[src/rtl/core/rebed_pkg.sv]
`timescale 1ns / 1ps
// ----------------------------------------------------------------------------
// Rotary encoder and button event decoder - shared definitions
// Item layouts, operation and event codes, register indexes, reset values.
// ----------------------------------------------------------------------------
package rebed_pkg;

   localparam int TIME_W  = 16;
   localparam int COUNT_W = 15;
   localparam int KIND_W  = 3;

   localparam logic OP_SAMPLE = 1'b0;
   localparam logic OP_FETCH  = 1'b1;

   localparam logic [KIND_W-1:0] KIND_NONE  = 3'd0;
   localparam logic [KIND_W-1:0] KIND_ENTER = 3'd1;
   localparam logic [KIND_W-1:0] KIND_CLEAR = 3'd2;
   localparam logic [KIND_W-1:0] KIND_DOWN  = 3'd3;
   localparam logic [KIND_W-1:0] KIND_UP    = 3'd4;

   localparam logic [1:0] BEV_NONE  = 2'd0;
   localparam logic [1:0] BEV_SHORT = 2'd1;
   localparam logic [1:0] BEV_LONG  = 2'd2;

   localparam logic REG_SHORT_PRESS = 1'b0;
   localparam logic REG_LONG_PRESS  = 1'b1;

   localparam logic [TIME_W-1:0] SHORT_PRESS_RESET = 16'd10;
   localparam logic [TIME_W-1:0] LONG_PRESS_RESET  = 16'd300;
   localparam logic [2:0]        LEVELS_RESET      = 3'b111;

   typedef struct packed {
      logic [TIME_W-1:0] time_ms;
      logic              button_level;
      logic              direction_level;
      logic              clock_level;
      logic              operation;
   } req_item_type;

   typedef struct packed {
      logic [KIND_W-1:0]  event_kind;
      logic [COUNT_W-1:0] event_count;
      logic               event_pending;
   } rsp_item_type;

   typedef struct packed {
      logic [TIME_W-1:0] short_press_ms;
      logic [TIME_W-1:0] long_press_ms;
   } cfg_type;

endpackage

[src/rtl/core/rebed_csr.sv]
`timescale 1ns / 1ps
// ----------------------------------------------------------------------------
// Rotary encoder and button event decoder - register file
// Press thresholds behind a simple APB-style slave.
// ----------------------------------------------------------------------------
module rebed_csr (
   input  logic                clock,
   input  logic                reset,
   input  logic                csr_psel,
   input  logic                csr_penable,
   input  logic                csr_pwrite,
   input  logic [2:0]          csr_paddr,
   input  logic [31:0]         csr_pwdata,
   output logic [31:0]         csr_prdata,
   output logic                csr_pready,
   output rebed_pkg::cfg_type  cfg
);
   import rebed_pkg::*;

   logic [TIME_W-1:0] short_ff, short_in;
   logic [TIME_W-1:0] long_ff, long_in;
   logic              wr_en;
   logic              reg_sel;

   assign csr_pready = 1'b1;
   assign wr_en      = csr_psel & csr_penable & csr_pwrite & csr_pready;
   assign reg_sel    = csr_paddr[2];

   always_comb begin
      short_in = short_ff;
      long_in  = long_ff;
      if (wr_en) begin
         unique case (reg_sel)
            REG_SHORT_PRESS: short_in = csr_pwdata[TIME_W-1:0];
            REG_LONG_PRESS:  long_in  = csr_pwdata[TIME_W-1:0];
            default:         short_in = short_ff;
         endcase
      end
   end

   always_ff @(posedge clock) begin
      if (reset) begin
         short_ff <= SHORT_PRESS_RESET;
         long_ff  <= LONG_PRESS_RESET;
      end else begin
         short_ff <= short_in;
         long_ff  <= long_in;
      end
   end

   always_comb begin
      unique case (reg_sel)
         REG_SHORT_PRESS: csr_prdata = {16'd0, short_ff};
         REG_LONG_PRESS:  csr_prdata = {16'd0, long_ff};
         default:         csr_prdata = 32'd0;
      endcase
   end

   assign cfg.short_press_ms = short_ff;
   assign cfg.long_press_ms  = long_ff;

endmodule

[src/rtl/core/rebed_core.sv]
`timescale 1ns / 1ps
// ----------------------------------------------------------------------------
// Rotary encoder and button event decoder - event logic
// Decoder state and the single-pass update for one sample or fetch.
// ----------------------------------------------------------------------------
module rebed_core (
   input  logic                     clock,
   input  logic                     reset,
   input  logic                     load,
   input  rebed_pkg::req_item_type  item,
   input  rebed_pkg::cfg_type       cfg,
   output rebed_pkg::rsp_item_type  result
);
   import rebed_pkg::*;

   logic [2:0]               levels_ff, levels_in;
   logic [TIME_W-1:0]        start_ff, start_in;
   logic [1:0]               bev_ff, bev_in;
   logic signed [TIME_W-1:0] step_ff, step_in;
   logic [TIME_W-1:0]        press_len;
   logic [1:0]               enc;
   logic [TIME_W:0]          mag;
   logic [KIND_W-1:0]        kind;
   logic [COUNT_W-1:0]       count;

   assign press_len = item.time_ms - start_ff;
   assign enc       = {item.direction_level, item.clock_level};
   assign mag       = -{step_ff[TIME_W-1], step_ff};

   always_comb begin
      levels_in = levels_ff;
      start_in  = start_ff;
      bev_in    = bev_ff;
      step_in   = step_ff;
      kind      = KIND_NONE;
      count     = '0;
      unique case (item.operation)
         OP_SAMPLE: begin
            priority if (levels_ff[2] && !item.button_level) begin
               start_in = item.time_ms;
            end else if (!levels_ff[2] && item.button_level) begin
               priority if (press_len >= cfg.long_press_ms) begin
                  bev_in = BEV_LONG;
               end else if (press_len >= cfg.short_press_ms) begin
                  bev_in = BEV_SHORT;
               end else begin
                  bev_in = bev_ff;
               end
            end else begin
               start_in = start_ff;
            end
            if ((levels_ff[1:0] ^ enc) == 2'b01) begin
               if (enc == 2'b00 || enc == 2'b11) begin
                  if (step_ff != 16'sh8000) step_in = step_ff - 16'sd1;
               end else begin
                  if (step_ff != 16'sh7fff) step_in = step_ff + 16'sd1;
               end
            end
            levels_in = {item.button_level, enc};
         end
         OP_FETCH: begin
            priority if (bev_ff == BEV_SHORT) begin
               kind   = KIND_ENTER;
               bev_in = BEV_NONE;
            end else if (bev_ff == BEV_LONG) begin
               kind   = KIND_CLEAR;
               bev_in = BEV_NONE;
            end else if (step_ff >= 16'sd2) begin
               kind    = KIND_DOWN;
               count   = step_ff[TIME_W-1:1];
               step_in = {15'd0, step_ff[0]};
            end else if (step_ff <= -16'sd2) begin
               kind    = KIND_UP;
               count   = mag[TIME_W-1:1];
               step_in = {TIME_W{mag[0]}};
            end else begin
               kind = KIND_NONE;
            end
         end
         default: kind = KIND_NONE;
      endcase
   end

   always_ff @(posedge clock) begin
      if (reset) begin
         levels_ff <= LEVELS_RESET;
         start_ff  <= '0;
         bev_ff    <= BEV_NONE;
         step_ff   <= '0;
      end else if (load) begin
         levels_ff <= levels_in;
         start_ff  <= start_in;
         bev_ff    <= bev_in;
         step_ff   <= step_in;
      end
   end

   assign result.event_kind    = kind;
   assign result.event_count   = count;
   assign result.event_pending = (bev_in != BEV_NONE) || (step_in >= 16'sd2)
                                 || (step_in <= -16'sd2);

`ifndef SYNTHESIS
   a_fetch_clears_button: assert property (@(posedge clock) disable iff (reset)
      load && item.operation == OP_FETCH && bev_ff != BEV_NONE |=> bev_ff == BEV_NONE)
      else $error("button event survived its fetch");
   a_down_leaves_remainder: assert property (@(posedge clock) disable iff (reset)
      load && item.operation == OP_FETCH && bev_ff == BEV_NONE && step_ff >= 16'sd2
      |=> step_ff == 16'sd0 || step_ff == 16'sd1)
      else $error("step count not reduced after down event");
`endif

endmodule

[src/rtl/core/rotary_encoder_button_event_decoder.sv]
`timescale 1ns / 1ps
// ----------------------------------------------------------------------------
// Rotary encoder and button event decoder - top level
// Pin samples become press events and a saturating step count; fetches
// hand out one event at a time.
// ----------------------------------------------------------------------------
//  channel | direction | handshake            | content
//  req_    | in        | tvalid / tready      | tuser operation, tdata pins + time
//  rsp_    | out       | tvalid / tready      | tuser event kind, tdata count + pending
//  csr_    | in        | psel/penable/pready  | press thresholds, 4-byte stride
//
//  One request per clock sustained while the result is not stalled.
//  Input register, combinational decode logic, then the result register.
//  Reset clears the decoder state and thresholds to 10 ms and 300 ms.
//  A stalled result holds the result register; the input register still
//  takes one more request while it is free.
// ----------------------------------------------------------------------------
module rotary_encoder_button_event_decoder (
   input  logic        clock,
   input  logic        reset,
   input  logic        req_tvalid,
   output logic        req_tready,
   input  logic [23:0] req_tdata,   // clock_level, direction_level, button_level, time_ms[15:0]
   input  logic [0:0]  req_tuser,   // operation
   output logic        rsp_tvalid,
   input  logic        rsp_tready,
   output logic [15:0] rsp_tdata,   // event_count[14:0], event_pending
   output logic [2:0]  rsp_tuser,   // event_kind[2:0]
   input  logic        csr_psel,
   input  logic        csr_penable,
   input  logic        csr_pwrite,
   input  logic [2:0]  csr_paddr,
   input  logic [31:0] csr_pwdata,
   output logic [31:0] csr_prdata,
   output logic        csr_pready
);
   import rebed_pkg::*;

   cfg_type      cfg;
   req_item_type in_item_ff, in_item_in;
   logic         in_valid_ff, in_valid_in;
   rsp_item_type rsp_item_ff;
   rsp_item_type result;
   logic         rsp_valid_ff, rsp_valid_in;
   logic         out_free;
   logic         advance;
   logic         req_fire;

   rebed_csr u_csr (
      .clock       (clock),
      .reset       (reset),
      .csr_psel    (csr_psel),
      .csr_penable (csr_penable),
      .csr_pwrite  (csr_pwrite),
      .csr_paddr   (csr_paddr),
      .csr_pwdata  (csr_pwdata),
      .csr_prdata  (csr_prdata),
      .csr_pready  (csr_pready),
      .cfg         (cfg)
   );

   assign out_free   = !rsp_valid_ff || rsp_tready;
   assign advance    = in_valid_ff && out_free;
   assign req_tready = !in_valid_ff || out_free;
   assign req_fire   = req_tvalid && req_tready;

   always_comb begin
      in_item_in.operation       = req_tuser[0];
      in_item_in.clock_level     = req_tdata[0];
      in_item_in.direction_level = req_tdata[1];
      in_item_in.button_level    = req_tdata[2];
      in_item_in.time_ms         = req_tdata[18:3];
   end

   always_comb begin
      priority if (req_fire) in_valid_in = 1'b1;
      else if (advance)      in_valid_in = 1'b0;
      else                   in_valid_in = in_valid_ff;
      priority if (advance)  rsp_valid_in = 1'b1;
      else if (rsp_tready)   rsp_valid_in = 1'b0;
      else                   rsp_valid_in = rsp_valid_ff;
   end

   rebed_core u_core (
      .clock  (clock),
      .reset  (reset),
      .load   (advance),
      .item   (in_item_ff),
      .cfg    (cfg),
      .result (result)
   );

   always_ff @(posedge clock) begin
      if (reset) begin
         in_valid_ff  <= 1'b0;
         rsp_valid_ff <= 1'b0;
      end else begin
         in_valid_ff  <= in_valid_in;
         rsp_valid_ff <= rsp_valid_in;
      end
   end

   always_ff @(posedge clock) begin
      if (req_fire) in_item_ff <= in_item_in;
      if (advance)  rsp_item_ff <= result;
   end

   assign rsp_tvalid = rsp_valid_ff;
   assign rsp_tdata  = {rsp_item_ff.event_pending, rsp_item_ff.event_count};
   assign rsp_tuser  = rsp_item_ff.event_kind;

`ifndef SYNTHESIS
   a_count_only_on_step: assert property (@(posedge clock) disable iff (reset)
      rsp_tvalid && rsp_tuser != KIND_DOWN && rsp_tuser != KIND_UP
      |-> rsp_tdata[14:0] == 15'd0)
      else $error("count reported without a step event");
   a_request_kept: assert property (@(posedge clock) disable iff (reset)
      in_valid_ff && !out_free |=> in_valid_ff && $stable(in_item_ff))
      else $error("held request lost while result stalled");
`endif

endmodule

[config.mk]
export PLATFORM = sky130hd
export DESIGN_NAME = rotary_encoder_button_event_decoder
export DESIGN_NICKNAME = d
export VERILOG_FILES = /design/src/rtl/core/rebed_pkg.sv /design/src/rtl/core/rebed_csr.sv /design/src/rtl/core/rebed_core.sv /design/src/rtl/core/rotary_encoder_button_event_decoder.sv
export SDC_FILE = /design/constraint.sdc
export NUM_CORES = 1
export LEC_CHECK = 0
export ABC_AREA = 1
export BUFFER_PORTS_ARGS = -buffer_cell sky130_fd_sc_hd__buf_2
export CORE_MARGIN = 4
export CORE_UTILIZATION = 50
export CTS_BUF_LIST = sky130_fd_sc_hd__clkbuf_4
export CTS_CLUSTER_DIAMETER = 100
export DETAILED_ROUTE_END_ITERATION = 10
export PLACE_DENSITY = 0.78
export SETUP_SLACK_MARGIN = 0.2
export SLEW_MARGIN = 20
export SYNTH_ARGS = -nofsm -noshare
export SYNTH_HDL_FRONTEND = slang
export SYNTH_SLANG_ARGS = --single-unit
[constraint.sdc]
create_clock -name clock -period 5.7 [get_ports clock]
set_clock_uncertainty 0.05 [all_clocks]
set_input_delay 0.855 -clock clock [delete_from_list [all_inputs] [get_ports clock]]
set_output_delay 0.855 -clock clock [all_outputs]
set_load 0.03 [all_outputs]
; ---- Yosys cells after proc, flatten, opt, wreduce, memory -nomap -nowiden
; Index checks and enable logic that the tools add are counted.
[classes]
add_sub_neg = 4
magnitude_cmp = 6
eq_ne = 6
n_mux = 27
bitwise_logic = 5
reduce_logical = 24
[ops]
columns = cell, count
row1 = $mux W16, 8
row2 = $pmux W32 S2, 1
row3 = $ge A16 B16 Y1, 2
row4 = $ge A16 B3 Y1 const B, 2
row5 = $le A16 B2 Y1 const B, 2
row6 = $ne A16 B16 Y1 const B, 2
row7 = $pmux W16 S2, 1
row8 = $mux W15, 2
row9 = $add A16 B2 Y16 const B, 1
row10 = $mux W2, 8
row11 = $neg A16 Y16, 1
row12 = $sub A16 B16 Y16, 1
row13 = $sub A16 B2 Y16 const B, 1
row14 = $reduce_and A2 Y1, 3
row15 = $reduce_bool A2 Y1, 3
row16 = $logic_or A1 B1 Y1, 5
row17 = $mux W1, 5
row18 = $eq A2 B1 Y1 const B, 2
row19 = $eq A2 B2 Y1 const B, 2
row20 = $logic_and A1 B1 Y1, 4
row21 = $logic_not A1 Y1, 4
row22 = $pmux W2 S2, 1
row23 = $reduce_or A4 Y1, 1
row24 = $mux W3, 1
row25 = 7 further kinds, 9
[word_totals]
register_bits = 110
in_bits = 67
output_inout_bits = 54
word_cells = 90

; ---- Longest topological paths before layout
[depth]
word_depth = 10
ltp_mapped = 25
ltp_nobuf = 25

; ---- Modules after synthesis
; Synthesis repeated with hierarchy kept, for this count alone.
[hier_totals]
cells_unflattened = 1162
area_unflattened_um2 = 7908.8
[modules_own_cells]
columns = module, n_inst, cells_each, area_per_inst_um2, seq_area_each_um2
row1 = rebed_core, 1, 852, 4997.3, 740.7
row2 = rebed_csr, 1, 259, 1649.1, 640.6
row3 = rotary_encoder_button_event_decoder, 1, 51, 1262.5, 1211.2

; ---- Worst setup path before layout
; Ideal clock, no wire load.
[synth_path]
path_kind = reg2reg
from = reg in_item_ff[4] (netlist bit)
to = reg rsp_item_ff, in the netlist rsp_tdata[15] (data pin)
setup_ns = 0.261
t_arrival_ns = 3.198
required_time_ns = 5.389
path_slack_ns = 2.191
stages_incl_launch_ff = 25
n_path_buf = 0
synth_period_minus_slack_ns = 3.509
cell_sequence = edfxtp_1 -> inv_1 -> ha_1 -> fa_1 -> o21ai_0 -> nand2_1 -> nand2_1 -> a21oi_1 -> o21ai_0 -> nand2_1 -> nand2_1 -> nand2_1 -> nand2_1 -> nand2_1 -> nand2_1 -> xor2_1 -> ha_1 -> nand3_1 -> inv_1 -> a21oi_1 -> nand3_1 -> a21oi_1 -> o21ai_0 -> a21oi_1 -> nand3_1
[synth_rtl]
columns = element, line
row1 = start: declaration, rotary_encoder_button_event_decoder.sv:40  ; req_item_type in_item_ff, in_item_in;
row2 = start signal: assignment, rotary_encoder_button_event_decoder.sv:104  ; if (req_fire) in_item_ff <= in_item_in;
row3 = end signal: assignment, rotary_encoder_button_event_decoder.sv:105  ; if (advance) rsp_item_ff <= result;
row4 = end: declaration, rotary_encoder_button_event_decoder.sv:42  ; rsp_item_type rsp_item_ff;

==> summary.md <==
| Metric | Value |
|---|---|
| Status | `finished clean` |
| RSZ-0062 raised after global routing | `no` |
| Final-stage net count | `1221` |
| Top fanout value on the critical path | `3` |
| Number of synthesized flops with an enable pin | `39` |
| Initial antenna violation count | `0` |
| Clock Tree Root | `clkbuf_4` |
| CP Class | `reg2reg` |
| Drt pass-1 iters | `5` |
| Sequential share of the synthesized area | `34.7%` |
| Top-area cell type share of the netlist area | `19.0%` |
| Number of global-route vias before repair | `6298` |
| Commonest non-fill, non-tap cell in the layout | `nand2_1` |
| Horiz. Die Dim | `130 µm` |
| CTS tree | `yes` |
| Utilization after layout | `54.5%` |
| Post-synthesis simple-gate area fraction | `25.0%` |
| Setup violators final | `0` |
| Final worst-path cycle share | `74.4%` |
| Dpl cell area | `7820 µm²` |
| CTS Hold Buffers Added | `0` |
| Post-synth cell types | `42` |
| Busiest layer in global routing | `met2` |
| #FFs+latches synth | `110` |
| Peak supply drop | `0.111 mV` |
| Syn Area/Cell | `7.08 µm²` |
| Port Buffer Count | `80` |
| Routability cong. | `0.980` |
| Multiplexer share of the synthesized area | `0%` |
| CP endpoint kind | `register` |
| Rel. slew slack | `37.6%` |
| Worst-Skew Late Latency | `490 ps` |
| Num rows | `44` |
| Synth top area cells | `dfxtp_1 (19%), edfxtp_1 (16%), nand2_1 (12%)` |
| Most frequent cells in the layout | `nand2_1 (246), a21oi_1 (126), o21ai_0 (109), inv_1 (103), buf_2 (80)` |
| Startpoint types | `register` |
| CP required | `5890 ps` |
| Met1 Track Usage GR | `31.8%` |
| Final hold slack | `419 ps` |
| CP arrival | `4430 ps` |
| Die footprint | `17000 µm²` |
| Layout cells sized above 1 | `12.5%` |
| Vias | `7029` |
| Max-cap viol count | `0` |
| Final wirelength | `18.3 mm` |
| GR Overflow Total | `0` |
| Leakage | `3.59 nW` |
| Final std cells w/o fill | `1293` |
| Hold Vio Cnt, Final | `0` |
| Yosys top cell by area | `dfxtp_1` |
| Drt wl/cell | `14.2 µm` |
| Fmax | `0.236 GHz` |
| Largest family of logic cells by synthesized area | `simple AND/OR/NAND/NOR gates` |
| Area added between synthesis and finish | `6.33%` |
| TritonCTS Buffers | `9` |
| Largest net degree at the start of global routing | `60` |
| Pins Over Slew Limit | `0` |
| Pwr dens | `231 nW/µm²` |
| H-tree lvl count | `3` |
| Compound-Gate Fraction of Synth Area | `17.8%` |
| Ys flop type | `dfxtp_1` |
| Final instance area | `7940 µm²` |
| First-pass GRT wire length | `30.0 mm` |
| Mapped cell area | `7470 µm²` |
| Fraction of registers with async set/reset | `0%` |
| Hold Crit Class | `reg2reg` |
| Placed cells | `1276` |
| Initial Util | `51.2%` |
| CTS clk-pin slew, worst paths | `160 ps` |
| Post-Syn Instances | `1055` |
| Met2 usage | `32.8%` |
| Tightest Pin Transition | `934 ps` |
| XOR/XNOR Fraction of Synth Area | `3.05%` |
| Met3 GRT Util | `3.52%` |
| Dpl hpwl | `13.7 mm` |
| DRC viols | `0` |
| Initial drt markers | `745` |
| Crit path time final | `4240 ps` |
| Adder-cell share of the synthesized area | `8.64%` |
| Post_cts resized | `0` |
| Fin Setup TNS | `0 ps` |
| YS warnings | `0` |
| Detail Route Antenna Nets | `0` |
| Area of the core | `14600 µm²` |
| GRT Resource Usage Total | `21.9%` |
| Setup Buffers After CTS | `0` |
| IO Pins | `121` |
| Clock Sinks | `110` |
| Maximum clock insertion buffer count | `2` |
| Vias per inst | `5.44` |
| Die Y | `130 µm` |
## layer usage
layer / wire (µm) / share of wire [%]
met2: 7630 / 42
met4: 483 / 2.6
met3: 1500 / 8.2
met1: 8690 / 47
met5: 0 / 0
## per-stage QoR
step,power [mW],setup slack [ps]
3_3_place_gp,1.45,1580
2_1_floorplan,1.34,2190
5_1_grt,1.95,1190
3_5_place_dp,1.47,1520
4_1_cts,1.84,1470
6_report,1.83,1460
## worst max-delay path, stage by stage, from the launching register on
cell and delay (ps):
edfxtp_1 350, inv_1 50, ha_1 240, fa_1 410, o21ai_0 290, nand2_1 80, nand2_1 60, a21oi_1 100
o21ai_0 290, nand2_1 100, nand2_1 70, nand2_1 40, nand2_1 90, nand2_1 50, nand2_1 60, xor2_1 270
ha_1 290, nand3_1 130, inv_1 50, a21oi_1 180, nand3_1 130, a21oi_1 130, o21ai_0 140, a21oi_1 210
nand3_1 130
## cells by family (layout without fill, tap and decap cells)
logic type,count (synthesis),in the layout
compound gates,257,257
other cells,2,18
fa+ha+maj,51,51
flops,110,110
simple gates,431,431
xor+xnor,26,26
buf+inv,178,216
## area by class of cell
type                    instances  area [µm²]
diodes                          1        2.50
clock inverters                 6        46.3
well taps                     184         230
clock buffers                  10        75.1
repair buffers                 84         430
multi-input cells             782        4130
flip-flops and latches        110        2590
inverters                     116         435
fillers                      1390        6650
## registers in the layout (all words and copies together), names as in the netlist, 2 cells and up
register          cells
u_core.step_ff       16
u_core.bev_ff         2
u_core.start_ff      16
in_item_ff           20
u_csr.short_ff       16
u_core.levels_ff      3
rsp_tdata            16
rsp_tuser             3
u_csr.long_ff        16
## cells in the mapped netlist (all sizes together), types with 5 or more instances
cell / n
o22ai: 5
o21ai: 114
nand2: 253
nand4: 10
a21oi: 128
nand3: 76
nor3: 6
edfxtp: 39
nor2: 81
dfxtp: 71
clkbuf: 23
ha: 50
buf: 39
xor2: 22
inv: 114
## power breakdown
part / internal (mW) / switching [mW]
Combinational: 0.187 / 0.375
Sequential: 0.856 / 0.0447
Clock: 0.0985 / 0.271
## path summary, 6_finish.rpt
| kind | start | cells past startpoint | endpoint | slack, ps |
|---|---|---|---|---|
| setup / recovery | in_item_ff[4] | 24 | rsp_tdata[15] | 1460 |
| hold reg to reg | u_core.start_ff[13] | 2 | u_core.start_ff[13] | 420 |
| setup reg to reg | in_item_ff[4] | 24 | rsp_tdata[15] | 1460 |
| hold / removal | u_core.start_ff[13] | 2 | u_core.start_ff[13] | 420 |
Note: power is estimated with default switching activity, not from simulation.
